==> config.mk <==
export PLATFORM = sky130hd
export DESIGN_NAME = mabs_divider
export DESIGN_NICKNAME = d
export VERILOG_FILES = /design/src/sv/mabs_pkg.sv /design/src/sv/mabs_divider.sv
export SDC_FILE = /design/constraint.sdc
export NUM_CORES = 1
export LEC_CHECK = 0
export BUFFER_PORTS_ARGS = -buffer_cell sky130_fd_sc_hd__buf_2
export CAP_MARGIN = 10
export CORE_MARGIN = 2
export CORE_UTILIZATION = 45
export DETAILED_ROUTE_END_ITERATION = 10
export GPL_TIMING_DRIVEN = 0
export PLACE_DENSITY = 0.71
export SLEW_MARGIN = 25
export SYNTH_ARGS = -nofsm -noshare
export SYNTH_HDL_FRONTEND = slang
export SYNTH_SLANG_ARGS = --single-unit
==> constraint.sdc <==
create_clock -name i_clk -period 2.7 [get_ports i_clk]
set_clock_uncertainty 0.2 [all_clocks]
set_input_delay 0.135 -clock i_clk [delete_from_list [all_inputs] [get_ports i_clk]]
set_output_delay 0.135 -clock i_clk [all_outputs]
set_load 0.02 [all_outputs]
==> src/sv/mabs_pkg.sv <==
// ----------------------------------------------------------------------------
// mabs_pkg: shared types and constants for the trailing band block
// Holds the sequencer states, the register map, the divider control struct and the fixed field widths.
// ----------------------------------------------------------------------------
package mabs_pkg;

    localparam int PRICE_W = 32;
    localparam int SUM_W   = 40;
    localparam int STRIP_W = 16;
    localparam int WDAY_W  = 9;

    // register indexes
    localparam logic [0:0] REG_WINDOW = 1'd0;
    localparam logic [0:0] REG_STRIP  = 1'd1;

    typedef enum logic [3:0] {
        ST_IDLE,
        ST_READ,
        ST_SUM,
        ST_DIV,
        ST_MUL_UP,
        ST_MUL_DN,
        ST_DECIDE,
        ST_WRITE,
        ST_OUT
    } t_state;

    typedef struct packed {
        logic start;
        logic busy;
    } t_div_ctl;

endpackage

==> src/sv/mabs_divider.sv <==
// ----------------------------------------------------------------------------
// mabs_divider: restoring divider, one quotient bit per cycle
// Divides a 40-bit sum by the window length; quotient fits 40 bits.
// ----------------------------------------------------------------------------
module mabs_divider
    import mabs_pkg::*;
(
    input  logic                i_clk,
    input  logic                i_rst_n,
    input  t_div_ctl            i_ctl,
    input  logic [SUM_W-1:0]    i_dividend,
    input  logic [WDAY_W+3:0]   i_divisor,
    output logic [SUM_W-1:0]    o_quotient,
    output logic                o_done
);

    logic [SUM_W-1:0]    r_quo;
    logic [WDAY_W+4:0]   r_rem;
    logic [5:0]          r_cnt;
    logic                r_run;
    logic [WDAY_W+4:0]   w_trial;

    assign w_trial = {r_rem[WDAY_W+3:0], r_quo[SUM_W-1]};

    // shift one dividend bit in, subtract when it fits
    always_ff @(posedge i_clk) begin
        if (!i_rst_n) begin
            r_run <= 1'b0;
            r_cnt <= '0;
        end else if (i_ctl.start) begin
            r_run <= 1'b1;
            r_cnt <= 6'(SUM_W);
            r_quo <= i_dividend;
            r_rem <= '0;
        end else if (r_run) begin
            if (w_trial >= {1'b0, i_divisor}) begin
                r_rem <= w_trial - {1'b0, i_divisor};
                r_quo <= {r_quo[SUM_W-2:0], 1'b1};
            end else begin
                r_rem <= w_trial;
                r_quo <= {r_quo[SUM_W-2:0], 1'b0};
            end
            r_cnt <= r_cnt - 6'd1;
            if (r_cnt == 6'd1) begin
                r_run <= 1'b0;
            end
        end
    end

    assign o_quotient = r_quo;
    assign o_done     = i_ctl.busy && !r_run && !i_ctl.start;

endmodule

==> metrics.md <==
| Metric | Value |
|---|---|
| Fin. Hold Viols | `0` |
| Worst slew margin | `62.8%` |
| Largest family of logic cells by synthesized area | `compound AO/OA/AOI/OAI gates` |
| # diodes | `0` |
| Vias in the first global route | `2932` |
| Most used routing layer | `met2` |
| DP HPWL | `5.59 mm` |
| Synth Area in Adders | `5.99%` |
| Clock buffer depth | `2` |
| Ports | `98` |
| Post-Syn Instances | `291` |
| Unique masters post-synth | `53` |
| Worst skew pair latency | `340 ps` |
| Synth Area in Compound Gates | `15.8%` |
| Fill cells | `581` |
| # H-tree levels | `3` |
| PwrDens | `566 nW/um2` |
| Largest cells by area after synthesis | `edfxtp_1 (46%), mux2_2 (13%), ha_1 (5.4%)` |
| Post-CTS Repair Setup Buffers | `0` |
| Row cnt | `31` |
| Final WL | `8.45 mm` |
| Antenna-violating nets left | `0` |
| Status | `finished clean` |
| Core ar. | `7370 um2` |
| Yosys top cell area share | `45.9%` |
| Initial core utilization | `47.0%` |
| DRC Markers | `0` |
| Max Slew Vio Count | `0` |
| GR Util All Layers | `20.9%` |
| Sink Count | `60` |
| Synth Warn # | `0` |
| Via density | `5.21` |
| Final Cycle Share | `95.3%` |
| RSZ-0062 raised after global routing | `no` |
| Primary FF master, synth | `edfxtp_1` |
| Met3 track demand over resource | `4.35%` |
| Hold WS | `92.0 ps` |
| Area of the multi-input gates | `1600 um2` |
| Iteration-0 DRC Markers | `114` |
| Max-cap violation count | `0` |
| EDFF count, synth | `53` |
| Largest net degree at the start of global routing | `37` |
| Fin crit period | `2570 ps` |
| Ys async rst share | `0%` |
| Post-synth top cells | `edfxtp_1 (53), mux2_2 (40), a21oi_1 (19), inv_1 (19), ha_1 (15)` |
| Post-Layout Cell Count | `544` |
| Critical Path AT | `2440 ps` |
| Multiplexer area fraction after synthesis | `13.0%` |
| Yosys reg bits | `60` |
| GR Util met2 | `36.1%` |
| Sequential-to-total area share from yosys stat | `50.0%` |
| Post-Synthesis Net Count | `364` |
| Pleak | `1.93 nW` |
| IR drop worst, VDD | `0.000316 V` |
| PortBufs | `96` |
| Initial antenna violation count | `0` |
| FF/Latch Area | `1730 um2` |
| Die width | `91.7 um` |
| Max frequency | `0.389 GHz` |
| Syn-to-layout area delta | `36.4%` |
| Die height | `91.7 um` |
| Yosys top cell by area | `edfxtp_1` |
| CTS tree | `yes` |
| Setup crit end kind | `flip-flop` |
| CTS root buf | `clkbuf_8` |
| TritonRoute pass-1 iters | `4` |
| Critical Path RT | `2570 ps` |
| Worst Hold Class | `in2reg` |
| Mapped cell area | `3460 um2` |
| Post-layout nets | `513` |
| CTS buffer count | `9` |
| CP startpoint kind | `flip-flop` |
| GRT overflow | `0` |
| Fraction of layout cells with a size suffix above 1 | `39.3%` |
| Reg clk slew, reported paths | `70 ps` |
| Post-Synth XOR/XNOR Area | `1.52%` |
| DIE AREA | `8420 um2` |
| Vias | `2832` |
| First-pass GRT wire length | `13.9 mm` |
| Inst Count DP | `487` |
| WL per Instance | `15.5 um` |
| Post-Synth Simple-Gate Area | `9.50%` |
| M1 GR Usage | `25.8%` |
| Crit path max fanout | `4` |
| Crit path kind | `reg2reg` |
| Most common cell in the netlist | `edfxtp_1` |
| Least-Margin Pin Slew | `558 ps` |
| Final setup vio count | `0` |
| Avg Inst Size Synth | `11.9 um2` |
| Setup_tns | `0 ps` |
| Placer Congestion | `0.868` |
-- metrics by stage --
stage	total power [mW]	area [um2]	util [%]	setup slack [ps]
after floorplan	1.59	3460	-	166
after global placement	1.74	4070	55.2	-309
after detailed placement	1.76	4100	55.6	104
after CTS	2.68	4720	64.1	100
after global routing	2.80	4720	64.1	4.70
final	2.67	4720	64.1	128
-- final cells by class --
cell class	instances	share of cell area [%]
Sequential cell	60	36.7
Multi-Input combinational cell	199	33.8
Timing Repair Buffer	138	19.3
Clock buffer	9	2.62
Tap cell	99	2.62
Clock inverter	7	1.93
Buffer	13	1.59
Inverter	19	1.51
-- sequential cells by signal, summed over array words and instances, names as in the netlist --
register	cells
r_run	1
o_quotient	40
r_rem	13
r_cnt	6
-- layout by cell type, fill, tap and decap left out, types with 3 or more instances in the layout --
cell and count:
a211oi_1 4, a21oi_1 19, buf_2 99, buf_6 3
clkbuf_1 5, clkbuf_8 9, dfxtp_1 7, dlygate4sd3_1 41
edfxtp_1 53, ha_1 15, inv_1 19, mux2_2 40
nand2_1 9, nand2b_1 3, nand3_1 14, nor2_1 10
nor2b_1 4, nor3_1 8, o211ai_2 4, o21a_1 4
o21ai_0 6, o21ai_1 8, o31a_1 3, or3_1 5
xnor2_1 4
-- worst max-delay path: stages (launching register included) --
cell      delay (ps)
edfxtp_1         430
inv_1             90
ha_1             180
fa_2             250
nor2b_4           50
o31a_4           300
o31a_1           270
or3_1            360
o211ai_2          90
a21oi_2           80
-- worst paths after layout --
kind	endpoint	slack [ps]	start	cells past startpoint
min	r_rem[0]$_SDFFCE_PP0P_	90	i_divisor[0]	3
max reg2reg	r_rem[10]$_SDFFCE_PP0P_	130	o_quotient[39]$_DFFE_PP_	9
max	r_rem[10]$_SDFFCE_PP0P_	130	o_quotient[39]$_DFFE_PP_	9
min reg2reg	r_cnt[1]$_SDFFE_PP0P_	300	r_cnt[1]$_SDFFE_PP0P_	2
-- layer usage --
layer / share of wire (%) / vias up / wire length, um
met5: 0 / - / 0
met4: 1.3 / 0 / 114
met3: 5.7 / 11 / 483
met2: 50 / 90 / 4180
met1: 43 / 1328 / 3670
li1: - / 1403 / -
-- where the power goes --
part,internal (mW),switching [mW]
combinational,0.304,0.347
clock,0.515,0.369
sequential,1.10,0.0409
-- logic make-up (layout without fill, tap and decap cells) --
family                   after synthesis  count (layout)
AO/OA/AOI/OAI                         74              74
AND/OR/NAND/NOR                       63              63
flip-flops                            60              60
multiplexers                          40              40
buffers and inverters                 32             186
adder cells (fa/ha/maj)               16              16
XOR/XNOR                               6               6
-- what timing repair did --
item / CTS / global route
resized for setup: 0 / 1
hold endpoints to repair: 46 / 0
hold buffers: 41 / 0
setup endpoints to repair: 0 / 3
Note: power is estimated with default switching activity, not from simulation.
